==> config.mk <==
export PLATFORM = sky130hd
export DESIGN_NAME = cpu_effective_address_unit_flat
export DESIGN_NICKNAME = d
export VERILOG_FILES = /design/src/rtl/ceau_pkg.sv /design/src/rtl/ceau_if.sv /design/src/rtl/ceau_addr_calc.sv /design/src/rtl/cpu_effective_address_unit.sv /design/src/flat_wrapper.sv
export SDC_FILE = /design/constraint.sdc
export NUM_CORES = 1
export LEC_CHECK = 0
export ABC_AREA = 1
export BUFFER_PORTS_ARGS = -buffer_cell sky130_fd_sc_hd__buf_2
export CAP_MARGIN = 20
export CORE_UTILIZATION = 38
export DETAILED_ROUTE_END_ITERATION = 8
export GPL_ROUTABILITY_DRIVEN = 1
export GPL_TIMING_DRIVEN = 0
export PLACE_DENSITY = 0.65
export SKIP_LAST_GASP = 1
export SYNTH_ARGS = -nofsm -noshare
export SYNTH_HDL_FRONTEND = slang
export SYNTH_SLANG_ARGS = --single-unit
==> constraint.sdc <==
create_clock -name clk -period 8.4 [get_ports clk]
set_clock_uncertainty 0.05 [all_clocks]
set_input_delay 1.68 -clock clk [delete_from_list [all_inputs] [get_ports clk]]
set_output_delay 1.68 -clock clk [all_outputs]
set_load 0.02 [all_outputs]
==> src/rtl/ceau_pkg.sv <==
// Shared types and constants for the effective address unit.
package ceau_pkg;

    localparam int unsigned MODE_W  = 4;
    localparam int unsigned ADDR_W  = 24;
    localparam int unsigned WORD_W  = 16;
    localparam int unsigned BYTE_W  = 8;
    localparam int unsigned IDLE_W  = 2;

    typedef enum logic [MODE_W-1:0] {
        MODE_IMM = 4'd0,
        MODE_DP  = 4'd1,
        MODE_DPX = 4'd2,
        MODE_DPY = 4'd3,
        MODE_IDP = 4'd4,
        MODE_IDX = 4'd5,
        MODE_IDY = 4'd6,
        MODE_IDL = 4'd7,
        MODE_ILY = 4'd8,
        MODE_SR  = 4'd9,
        MODE_ISY = 4'd10,
        MODE_ABS = 4'd11,
        MODE_ABX = 4'd12,
        MODE_ABY = 4'd13,
        MODE_ABL = 4'd14,
        MODE_ALX = 4'd15
    } mode_t;

    typedef struct packed {
        logic [MODE_W-1:0] mode;
        logic [ADDR_W-1:0] operand;
        logic [ADDR_W-1:0] pointer;
        logic [WORD_W-1:0] direct_page;
        logic [BYTE_W-1:0] data_bank;
        logic [ADDR_W-1:0] program_address;
        logic [WORD_W-1:0] index_x;
        logic [WORD_W-1:0] index_y;
        logic [WORD_W-1:0] stack_pointer;
        logic              is_write;
        logic              index_is_8bit;
        logic              immediate_is_8bit;
    } req_t;

    typedef struct packed {
        logic [ADDR_W-1:0] low_address;
        logic [ADDR_W-1:0] high_address;
        logic [WORD_W-1:0] pointer_address;
        logic [IDLE_W-1:0] idle_cycles;
    } rsp_t;

endpackage

==> src/rtl/ceau_if.sv <==
// Valid/ready channel interfaces for the request and result beats.
interface ceau_req_if;
    import ceau_pkg::*;

    logic              valid;
    logic              ready;
    logic [MODE_W-1:0] mode;
    logic [ADDR_W-1:0] operand;
    logic [ADDR_W-1:0] pointer;
    logic [WORD_W-1:0] direct_page;
    logic [BYTE_W-1:0] data_bank;
    logic [ADDR_W-1:0] program_address;
    logic [WORD_W-1:0] index_x;
    logic [WORD_W-1:0] index_y;
    logic [WORD_W-1:0] stack_pointer;
    logic              is_write;
    logic              index_is_8bit;
    logic              immediate_is_8bit;

    modport source (
        output valid, mode, operand, pointer, direct_page, data_bank, program_address,
               index_x, index_y, stack_pointer, is_write, index_is_8bit,
               immediate_is_8bit,
        input  ready
    );

    modport sink (
        input  valid, mode, operand, pointer, direct_page, data_bank, program_address,
               index_x, index_y, stack_pointer, is_write, index_is_8bit,
               immediate_is_8bit,
        output ready
    );
endinterface

interface ceau_rsp_if;
    import ceau_pkg::*;

    logic              valid;
    logic              ready;
    logic [ADDR_W-1:0] low_address;
    logic [ADDR_W-1:0] high_address;
    logic [WORD_W-1:0] pointer_address;
    logic [IDLE_W-1:0] idle_cycles;

    modport source (
        output valid, low_address, high_address, pointer_address, idle_cycles,
        input  ready
    );

    modport sink (
        input  valid, low_address, high_address, pointer_address, idle_cycles,
        output ready
    );
endinterface

==> src/rtl/ceau_addr_calc.sv <==
// Address arithmetic for all sixteen addressing modes.
module ceau_addr_calc (
    input  ceau_pkg::req_t req,
    output ceau_pkg::rsp_t rsp
);
    import ceau_pkg::*;

    logic [BYTE_W-1:0] a8;
    logic [WORD_W-1:0] a16;
    logic [WORD_W-1:0] p16;
    logic [IDLE_W-1:0] dp_idle;
    logic              use_x;
    logic [WORD_W-1:0] idx_sel;
    logic [WORD_W-1:0] dp_base;
    logic [WORD_W-1:0] dp_idx;
    logic [WORD_W-1:0] sr_base;
    logic [ADDR_W-1:0] ptr_y;
    logic [ADDR_W-1:0] abs_idx;
    logic [ADDR_W-1:0] long_idx;
    logic [WORD_W:0]   p_sum;
    logic [WORD_W:0]   a_sum;
    logic              cross_p;
    logic              cross_a;
    logic              slow_p;
    logic              slow_a;
    logic [ADDR_W-1:0] lo;
    logic [ADDR_W-1:0] hi;
    logic [WORD_W-1:0] pad;
    logic [IDLE_W-1:0] idle;
    logic              wrap16;
    mode_t             mode;

    assign mode    = mode_t'(req.mode);
    assign a8      = req.operand[BYTE_W-1:0];
    assign a16     = req.operand[WORD_W-1:0];
    assign p16     = req.pointer[WORD_W-1:0];
    assign dp_idle = {1'b0, (req.direct_page[BYTE_W-1:0] != '0)};

    assign use_x   = (mode == MODE_DPX) || (mode == MODE_IDX) || (mode == MODE_ABX) ||
                     (mode == MODE_ALX);
    assign idx_sel = use_x ? req.index_x : req.index_y;

    assign dp_base  = req.direct_page + {{(WORD_W-BYTE_W){1'b0}}, a8};
    assign dp_idx   = dp_base + idx_sel;
    assign sr_base  = req.stack_pointer + {{(WORD_W-BYTE_W){1'b0}}, a8};
    assign ptr_y    = {req.data_bank, p16} + {{(ADDR_W-WORD_W){1'b0}}, req.index_y};
    assign abs_idx  = {req.data_bank, a16} + {{(ADDR_W-WORD_W){1'b0}}, idx_sel};
    // Long modes add the index to the full 24-bit base.
    assign long_idx = ((mode == MODE_IDL) || (mode == MODE_ILY)) ?
                      (req.pointer + {{(ADDR_W-WORD_W){1'b0}}, req.index_y}) :
                      (req.operand + {{(ADDR_W-WORD_W){1'b0}}, req.index_x});

    // Page cross: the high byte of base plus index differs from the base's.
    assign p_sum   = {1'b0, p16} + {1'b0, req.index_y};
    assign a_sum   = {1'b0, a16} + {1'b0, idx_sel};
    assign cross_p = p_sum[WORD_W:BYTE_W] != {1'b0, p16[WORD_W-1:BYTE_W]};
    assign cross_a = a_sum[WORD_W:BYTE_W] != {1'b0, a16[WORD_W-1:BYTE_W]};
    assign slow_p  = req.is_write || !req.index_is_8bit || cross_p;
    assign slow_a  = req.is_write || !req.index_is_8bit || cross_a;

    always_comb
    begin
        lo     = '0;
        pad    = '0;
        idle   = '0;
        wrap16 = 1'b0;
        unique case (mode)
            MODE_IMM:
            begin
                lo = req.program_address;
            end
            MODE_DP:
            begin
                lo     = {{BYTE_W{1'b0}}, dp_base};
                idle   = dp_idle;
                wrap16 = 1'b1;
            end
            MODE_DPX, MODE_DPY:
            begin
                lo     = {{BYTE_W{1'b0}}, dp_idx};
                idle   = dp_idle + 2'd1;
                wrap16 = 1'b1;
            end
            MODE_IDP:
            begin
                lo   = {req.data_bank, p16};
                pad  = dp_base;
                idle = dp_idle;
            end
            MODE_IDX:
            begin
                lo   = {req.data_bank, p16};
                pad  = dp_idx;
                idle = dp_idle + 2'd1;
            end
            MODE_IDY:
            begin
                lo   = ptr_y;
                pad  = dp_base;
                idle = dp_idle + {1'b0, slow_p};
            end
            MODE_IDL, MODE_ILY:
            begin
                lo   = (mode == MODE_ILY) ? long_idx : req.pointer;
                pad  = dp_base;
                idle = dp_idle;
            end
            MODE_SR:
            begin
                lo     = {{BYTE_W{1'b0}}, sr_base};
                idle   = 2'd1;
                wrap16 = 1'b1;
            end
            MODE_ISY:
            begin
                lo   = ptr_y;
                pad  = sr_base;
                idle = 2'd2;
            end
            MODE_ABS:
            begin
                lo = {req.data_bank, a16};
            end
            MODE_ABX, MODE_ABY:
            begin
                lo   = abs_idx;
                idle = {1'b0, slow_a};
            end
            MODE_ABL:
            begin
                lo = req.operand;
            end
            MODE_ALX:
            begin
                lo = long_idx;
            end
        endcase

        // Immediate keeps the program bank (high is zero when 8-bit); bank-0 modes wrap within 16 bits.
        if (mode == MODE_IMM)
        begin
            hi = req.immediate_is_8bit ? '0 : {lo[ADDR_W-1:WORD_W], lo[WORD_W-1:0] + 16'd1};
        end
        else if (wrap16)
        begin
            hi = {{BYTE_W{1'b0}}, lo[WORD_W-1:0] + 16'd1};
        end
        else
        begin
            hi = lo + 24'd1;
        end
    end

    assign rsp.low_address     = lo;
    assign rsp.high_address    = hi;
    assign rsp.pointer_address = pad;
    assign rsp.idle_cycles     = idle;

endmodule

==> src/rtl/cpu_effective_address_unit.sv <==
// Top level: request register, address arithmetic and result register.
//
// Usage: drive one request beat on cmd per instruction with the addressing
// mode, operand bytes, fetched pointer and the current register values.
// The matching result beat on result carries the low and high data
// addresses, the bank-0 pointer fetch address and the extra idle cycles.
//
// An accepted cmd beat is held in the request register, then passes through
// the address arithmetic into the result register. Throughput is one beat
// per cycle while the receiver takes results, set by the single pass
// through the adders between the two registers.
//
// cmd.ready stays high while the result register can drain or the request
// register is empty, so a new beat is taken while a finished result still
// waits. When the receiver stalls, both registers fill and cmd.ready drops;
// results come out in order and none is dropped.
//
// Reset clears both valid flags; no result is presented until a beat is
// accepted after reset.
module cpu_effective_address_unit (
    input logic         clk,
    input logic         rst_n,
    ceau_req_if.sink    cmd,
    ceau_rsp_if.source  result
);
    import ceau_pkg::*;

    logic  req_valid_reg;
    logic  req_valid_next;
    req_t  req_reg;
    req_t  req_next;
    logic  rsp_valid_reg;
    logic  rsp_valid_next;
    rsp_t  rsp_reg;
    rsp_t  calc_rsp;
    logic  rsp_load;
    logic  req_load;

    assign rsp_load = !rsp_valid_reg || result.ready;
    assign req_load = !req_valid_reg || rsp_load;

    assign cmd.ready = req_load;

    always_comb
    begin
        req_next.mode              = cmd.mode;
        req_next.operand           = cmd.operand;
        req_next.pointer           = cmd.pointer;
        req_next.direct_page       = cmd.direct_page;
        req_next.data_bank         = cmd.data_bank;
        req_next.program_address   = cmd.program_address;
        req_next.index_x           = cmd.index_x;
        req_next.index_y           = cmd.index_y;
        req_next.stack_pointer     = cmd.stack_pointer;
        req_next.is_write          = cmd.is_write;
        req_next.index_is_8bit     = cmd.index_is_8bit;
        req_next.immediate_is_8bit = cmd.immediate_is_8bit;
    end

    assign req_valid_next = req_load ? cmd.valid : req_valid_reg;
    assign rsp_valid_next = rsp_load ? req_valid_reg : rsp_valid_reg;

    ceau_addr_calc u_calc (
        .req (req_reg),
        .rsp (calc_rsp)
    );

    always_ff @(posedge clk or negedge rst_n)
    begin
        if (!rst_n)
        begin
            req_valid_reg <= 1'b0;
            rsp_valid_reg <= 1'b0;
        end
        else
        begin
            req_valid_reg <= req_valid_next;
            rsp_valid_reg <= rsp_valid_next;
        end
    end

    // Payload registers: load on advance, hold otherwise.
    always_ff @(posedge clk)
    begin
        if (req_load && cmd.valid)
        begin
            req_reg <= req_next;
        end
        if (rsp_load && req_valid_reg)
        begin
            rsp_reg <= calc_rsp;
        end
    end

    assign result.valid           = rsp_valid_reg;
    assign result.low_address     = rsp_reg.low_address;
    assign result.high_address    = rsp_reg.high_address;
    assign result.pointer_address = rsp_reg.pointer_address;
    assign result.idle_cycles     = rsp_reg.idle_cycles;

    // An accepted beat occupies the request register next cycle.
    a_cmd_lands: assert property (@(posedge clk) disable iff (!rst_n)
        (cmd.valid && cmd.ready) |=> req_valid_reg)
        else $error("accepted request beat not captured");

    // With both registers full and the output stalled, no beat may enter.
    a_full_blocks: assert property (@(posedge clk) disable iff (!rst_n)
        (req_valid_reg && rsp_valid_reg && !result.ready) |-> !cmd.ready)
        else $error("request taken while pipeline is full");

    // A pending request moves to the result side once the output drains.
    a_advance: assert property (@(posedge clk) disable iff (!rst_n)
        (req_valid_reg && (!rsp_valid_reg || result.ready)) |=> rsp_valid_reg)
        else $error("pending request did not advance");

    // The idle count never exceeds two.
    a_idle_range: assert property (@(posedge clk) disable iff (!rst_n)
        rsp_valid_reg |-> (rsp_reg.idle_cycles != 2'd3))
        else $error("idle cycle count out of range");

endmodule
==> src/flat_wrapper.sv <==
// flat-port wrapper written by rule: the top's interface ports become plain ports
module cpu_effective_address_unit_flat import ceau_pkg::*;
  (clk, rst_n, cmd_valid, cmd_mode, cmd_operand, cmd_pointer, cmd_direct_page, cmd_data_bank, cmd_program_address, cmd_index_x, cmd_index_y, cmd_stack_pointer, cmd_is_write, cmd_index_is_8bit, cmd_immediate_is_8bit, cmd_ready, result_valid, result_low_address, result_high_address, result_pointer_address, result_idle_cycles, result_ready);
  ceau_req_if cmd_i ();
  ceau_rsp_if result_i ();
  input logic clk;
  input logic rst_n;
  input wire logic [$bits(cmd_i.valid)-1:0] cmd_valid;
  input wire logic [$bits(cmd_i.mode)-1:0] cmd_mode;
  input wire logic [$bits(cmd_i.operand)-1:0] cmd_operand;
  input wire logic [$bits(cmd_i.pointer)-1:0] cmd_pointer;
  input wire logic [$bits(cmd_i.direct_page)-1:0] cmd_direct_page;
  input wire logic [$bits(cmd_i.data_bank)-1:0] cmd_data_bank;
  input wire logic [$bits(cmd_i.program_address)-1:0] cmd_program_address;
  input wire logic [$bits(cmd_i.index_x)-1:0] cmd_index_x;
  input wire logic [$bits(cmd_i.index_y)-1:0] cmd_index_y;
  input wire logic [$bits(cmd_i.stack_pointer)-1:0] cmd_stack_pointer;
  input wire logic [$bits(cmd_i.is_write)-1:0] cmd_is_write;
  input wire logic [$bits(cmd_i.index_is_8bit)-1:0] cmd_index_is_8bit;
  input wire logic [$bits(cmd_i.immediate_is_8bit)-1:0] cmd_immediate_is_8bit;
  output wire logic [$bits(cmd_i.ready)-1:0] cmd_ready;
  output wire logic [$bits(result_i.valid)-1:0] result_valid;
  output wire logic [$bits(result_i.low_address)-1:0] result_low_address;
  output wire logic [$bits(result_i.high_address)-1:0] result_high_address;
  output wire logic [$bits(result_i.pointer_address)-1:0] result_pointer_address;
  output wire logic [$bits(result_i.idle_cycles)-1:0] result_idle_cycles;
  input wire logic [$bits(result_i.ready)-1:0] result_ready;
  assign cmd_i.valid = cmd_valid;
  assign cmd_i.mode = cmd_mode;
  assign cmd_i.operand = cmd_operand;
  assign cmd_i.pointer = cmd_pointer;
  assign cmd_i.direct_page = cmd_direct_page;
  assign cmd_i.data_bank = cmd_data_bank;
  assign cmd_i.program_address = cmd_program_address;
  assign cmd_i.index_x = cmd_index_x;
  assign cmd_i.index_y = cmd_index_y;
  assign cmd_i.stack_pointer = cmd_stack_pointer;
  assign cmd_i.is_write = cmd_is_write;
  assign cmd_i.index_is_8bit = cmd_index_is_8bit;
  assign cmd_i.immediate_is_8bit = cmd_immediate_is_8bit;
  assign cmd_ready = cmd_i.ready;
  assign result_valid = result_i.valid;
  assign result_low_address = result_i.low_address;
  assign result_high_address = result_i.high_address;
  assign result_pointer_address = result_i.pointer_address;
  assign result_idle_cycles = result_i.idle_cycles;
  assign result_i.ready = result_ready;
  cpu_effective_address_unit u_core (.clk(clk), .rst_n(rst_n), .cmd(cmd_i), .result(result_i));
endmodule
=== Word level (Yosys, flattened, before mapping) ===
Cells that the tools add are included.

* Register bits after elaboration: 219
* Bits of input ports: 155
* Word-level logic and storage cells: 83

* $add $sub $neg: 13
* Equal/unequal tests: 17
* Multiplexer cells: 10
* Reductions and logical operators: 25

{| class="wikitable"
|+ Operator list
! operator !! number
|-
| case mux 24 bit (11 select lines) || 1
|-
| 2-to-1 mux 24 bit || 5
|-
| adder 24 x 16 -> 24 bit || 4
|-
| case mux 16 bit (3 select lines) || 1
|-
| adder 16 x 16 -> 17 bit || 2
|-
| adder 16 x 8 -> 16 bit || 2
|-
| == test 4 bit, second input constant || 8
|-
| adder 24 x 1 -> 24 bit, second input constant || 1
|-
| != test 9 x 8 -> 1 bit || 2
|-
| adder 16 x 1 -> 16 bit, second input constant || 1
|-
| adder 16 bit || 1
|-
| == test 4 x 3 -> 1 bit, second input constant || 4
|-
| 2-to-1 mux 16 bit || 1
|-
| case mux 2 bit (6 select lines) || 1
|-
| OR reduction 4 bit || 3
|-
| OR reduction 2 bit || 5
|-
| logical OR 1 bit || 9
|-
| == test 4 x 2 -> 1 bit, second input constant || 2
|-
| nonzero test 8 bit || 1
|-
| == test 4 x 1 -> 1 bit, second input constant || 1
|-
| zero test 4 bit || 1
|-
| zero test 1 bit || 3
|-
| OR reduction 3 bit || 1
|-
| adder 1 x 1 -> 2 bit || 1
|-
| other kinds (3) || 4
|}

=== Depth between registers and ports, before layout ===
* Depth in word-level cells: 10
* Gate-level depth with buffers: 33

=== By module ===
From an unflattened synthesis, not the netlist that was laid out.

* Cells, all modules: 2,340
* Area total of the unflattened synthesis: 16,903.7 µm²

{| class="wikitable"
|+ Modules (own cells, without submodules)
! module !! instances !! cells each !! area an instance (µm²) !! seq. area each (µm²)
|-
| ceau_addr_calc || 1 || 2,111 || 10,292.4 || 0.0
|-
| cpu_effective_address_unit || 1 || 229 || 6,611.3 || 6,566.3
|}

=== Worst setup path after synthesis ===
OpenSTA, ideal clock, no wires.

* Path type: input port to flip-flop
* Start point: in result_ready
* End point: reg u_core.req_reg[0] (netlist name), enable pin
* Setup time: 0.504 ns
* Arrival time: 4.972 ns
* Required time: 7.846 ns
* Setup slack: 2.874 ns
* Stages on the path: 4
* Path buffers: 0
* Cells stage by stage: inv_1 nand3_1 nand2_1 inv_1

* Cells in the longest elaborated chain, start to end: 3

{| class="wikitable"
|+ RTL lines
! item !! line !! text
|-
| start, declared || flat_wrapper.sv:27 || <nowiki>input wire logic [$bits(result_i.ready)-1:0] result_ready;</nowiki>
|-
| logical OR 1 bit || cpu_effective_address_unit.sv:39 || <nowiki>assign rsp_load = !rsp_valid_reg || result.ready;</nowiki>
|-
| logical OR 1 bit || cpu_effective_address_unit.sv:40 || <nowiki>assign req_load = !req_valid_reg || rsp_load;</nowiki>
|-
| named net cmd_ready || flat_wrapper.sv:21 || <nowiki>output wire logic [$bits(cmd_i.ready)-1:0] cmd_ready;</nowiki>
|-
| logical AND 1 bit || cpu_effective_address_unit.sv:85 || <nowiki>if (req_load && cmd.valid)</nowiki>
|-
| end signal, assigned || cpu_effective_address_unit.sv:87 || <nowiki>req_reg <= req_next;</nowiki>
|-
| end, declared || cpu_effective_address_unit.sv:30 || <nowiki>req_t req_reg;</nowiki>
|}

The timed path passes the listed nets, and every way through them passes these cells.
A chain may end at the register's enable or synchronous reset.

==> metrics.csv <==
stage;metric;value;unit
outcome;outcome;finished clean;
synth;ys_seq_elements;219;
clock_tree;cts.sinks;219;
finish;area_growth;15.93;%
synth;synth-compound-area-share;6.270;%
synth;async_flop_share;0.9132;%
finish;finish.utilization;45.10;%
critical_path;path_class;reg2reg;
synth;synth_edf_count;217;
power;p_per_area;191.9;nW/µm²
clock_tree;tritoncts;done;
synth;synth.most_common_cell;nand2_1;
sta;drv_slew;0;
clock_tree;cts_setup_buffers;0;
finish;drive_gt1_share;13.70;%
critical_path;rrSetupSlack;2.61;ns
routing;drc;0;
global_routing;use_met2;40.74;%
floorplanning;core;42320;µm²
critical_path;r2r-end;u_core.result.high_address[20];
worst_hold_path;hold_class;reg2reg;
global_routing;grt_pass1_vias;15210;
synth;synth_top_area_share;39.58;%
synth;synthesis.instances;2240;
clock_tree;clk_latency;0.54;ns
sta;hold_viol;0;
synth;synth_cell_types;49;
synth;ys.flop_type;edfxtp_1;
floorplanning;die_y;210.1;µm
critical_path;crit_path_top_delay_cell;buf_1;
critical_path;crit_path_max_incr_delay;0.55;ns
finish;largest_reg_flops;151;
routing;first_pass_iters;6;
synth;synth_xor_xnor_area_share;1.064;%
sta;timing.fmax;0.1728;GHz
synth;yosys.area.top_type;edfxtp_1;
global_routing;overflow;0;
global_routing;grt_util_met3;3.486;%
clock_tree;cts_hold_buf;0;
power;ir_drop;0.0001591;V
synth;post_synth.cell_area_avg;7.350;µm²
clock_tree;cts.htree.levels;1;
floorplanning;fp-row-count;75;
critical_path;cp-endpoint;u_core.result.high_address[20];
synth;synth.area.mux_share;0.9576;%
critical_path;crit_required;8.65;ns
placed_design;gp_congestion;1.033;
synth;synth_commonest_cells;698 x nand2_1, 314 x inv_1, 307 x nand3_1;
synth;netlist_area;16460;µm²
critical_path;cp-start-kind;flip-flop;
sta;slew_headroom;30.74;%
synth;yosysWarnings;0;
critical_path;arrival;6.04;ns
routing;vias;16210;
sta;fin_crit;5.787;ns
clock_tree;ctsResizeCount;0;
floorplanning;io_pins;223;
finish;multi_input_area;8578;µm²
critical_path;cp_common_cell;nand2_1;
placed_design;io_buffers;222;
sta;worst_pin_slew;1.032;ns
sta;setup_tns;0;ns
critical_path;r2r_cells;30;
run;cap_violations;0;
synth;synth_nets;2485;
sta;setup_viol;0;
sta;rsz0062_at_grt;no;
routing;wl_per_cell;19.10;µm
sta;fin_crit_sh;68.89;%
routing;antenna_left;0;
finish;regArea;6566;µm²
floorplanning;initial_core_util;38.90;%
critical_path;crit_path_max_fanout;10;
clock_tree;cts-root-buf;clkbuf_16;
routing;drt_wl_total;58830;µm
finish;n_antenna_cell;0;
synth;synth_simple_gate_area_share;36.63;%
synth;ys_top_cells_by_area;edfxtp_1 40%, nand2_1 16%, nand3_1 9.3%;
synth;synth_fa_ha_area_share;7.114;%
power;p_leak;9.141;nW
finish;fin_nets;2735;
clock_tree;clkTransAtPathRegs;0.06;ns
floorplanning;fp.dieW;210.1;µm
clock_tree;cts_made_buffers;23;
critical_path;crit_start;u_core.req_reg[150];
routing;drt-vias-per-instance;5.264;
synth;yosysSeqAreaShare;39.88;%
global_routing;grt_max_degree;95;
global_routing;grt-busiest-layer;met2;
critical_path;r2r_start;u_core.req_reg[150];
global_routing;use_met1;38.34;%
finish;fillers;4289;
routing;drt_iter0_drc;1680;
critical_path;end_kind;flip-flop;
global_routing;track_usage;26.44;%
synth;synth_top_family_by_area;simple AND/OR/NAND/NOR gates;
clock_tree;cts_buffer_depth;3;
global_routing;grt_pass1_wl;88110;µm
global_routing;antenna_found_initial;0;
floorplanning;die_area;44160;µm²
placed_design;hpwl;49250;µm
==> cells in the final DEF (no fill, tap or decap), drive strengths merged, types with 2 or more instances in the layout <==
cell / instances
clkinv: 8
xnor2: 8
o21ai: 49
nand4: 50
bufinv: 2
a22oi: 2
nand3b: 31
a221oi: 11
nor2: 209
o22ai: 3
a21oi: 87
nand2: 703
buf: 239
or2: 22
nor3: 22
dfrtp: 2
a211oi: 2
ha: 84
edfxtp: 217
fa: 6
o221ai: 2
nor3b: 7
nor4: 6
nand3: 310
mux2: 14
o211ai: 7
inv: 322
clkbuf: 39
o21bai: 11
xor2: 12
and2: 9
==> cell families (layout without fill, tap and decap cells) <==
kind of cell / after synthesis / after routing
simple gates: 1369 / 1369
buf+inv: 348 / 611
flops: 219 / 219
compound gates: 180 / 180
fa+ha+maj: 90 / 90
xor+xnor: 20 / 20
mux: 14 / 14
==> metal layers <==
layer  up-vias  wire length, µm
met3        90             4769
met5         -                0
met1      7484            27090
met4         0             1796
li1       7960                -
met2       680            25170
==> where the power goes <==
part / internal [mW] / switching, mW / leakage [nW]
registers: 1.35 / 0.0755 / 2.12
logic: 0.394 / 0.868 / 6.68
clock network: 0.561 / 0.415 / 0.342
==> critical path: cells and delay by family, from the launching register on <==
kind / cells / cell delay, ns
buffers and inverters: 5 / 0.94
multiplexers: 1 / 0.44
flip-flops: 1 / 0.51
AO/OA/AOI/OAI: 1 / 0.04
AND/OR/NAND/NOR: 20 / 2.67
adder cells (fa/ha/maj): 3 / 0.88
==> worst min path at each step <==
stage	startpoint	end	cells after the start
after detailed placement	u_core.req_valid_reg	u_core.result.valid	2
after global placement	u_core.req_valid_reg	u_core.result.valid	2
after CTS	u_core.req_valid_reg	u_core.result.valid	2
after global routing	u_core.req_valid_reg	u_core.result.valid	2
final	u_core.req_valid_reg	u_core.result.valid	2
after floorplan	u_core.req_valid_reg	u_core.result.valid	2
==> through the flow <==
stage | total power [mW] | std cells | area (µm²) | hold WS [ns] | setup WS, ns
2_1_floorplan | 2.272 | 2240 | 16460 | 0.3971 | 2.874
3_3_place_gp | 2.678 | 3039 | 18300 | 0.4052 | 1.325
3_5_place_dp | 2.682 | 3042 | 18380 | 0.4567 | 2.748
4_1_cts | 3.676 | 3080 | 19090 | 0.4707 | 2.716
5_1_grt | 3.873 | 3080 | 19090 | 0.4769 | 2.060
6_report | 3.663 | 3080 | 19090 | 0.4587 | 2.613
==> area by class of cell <==
| type | instances | area share, % |
|---|---|---|
| Buffer | 26 | 0.6359 |
| Clock buffer | 27 | 3.094 |
| Clock inverter | 11 | 0.6031 |
| Inverter | 322 | 6.359 |
| Multi-Input combinational cell | 1673 | 44.95 |
| Sequential cell | 219 | 34.40 |
| Tap cell | 577 | 3.783 |
| Timing Repair Buffer | 225 | 6.175 |
Note: power is estimated with default switching activity, not from simulation.
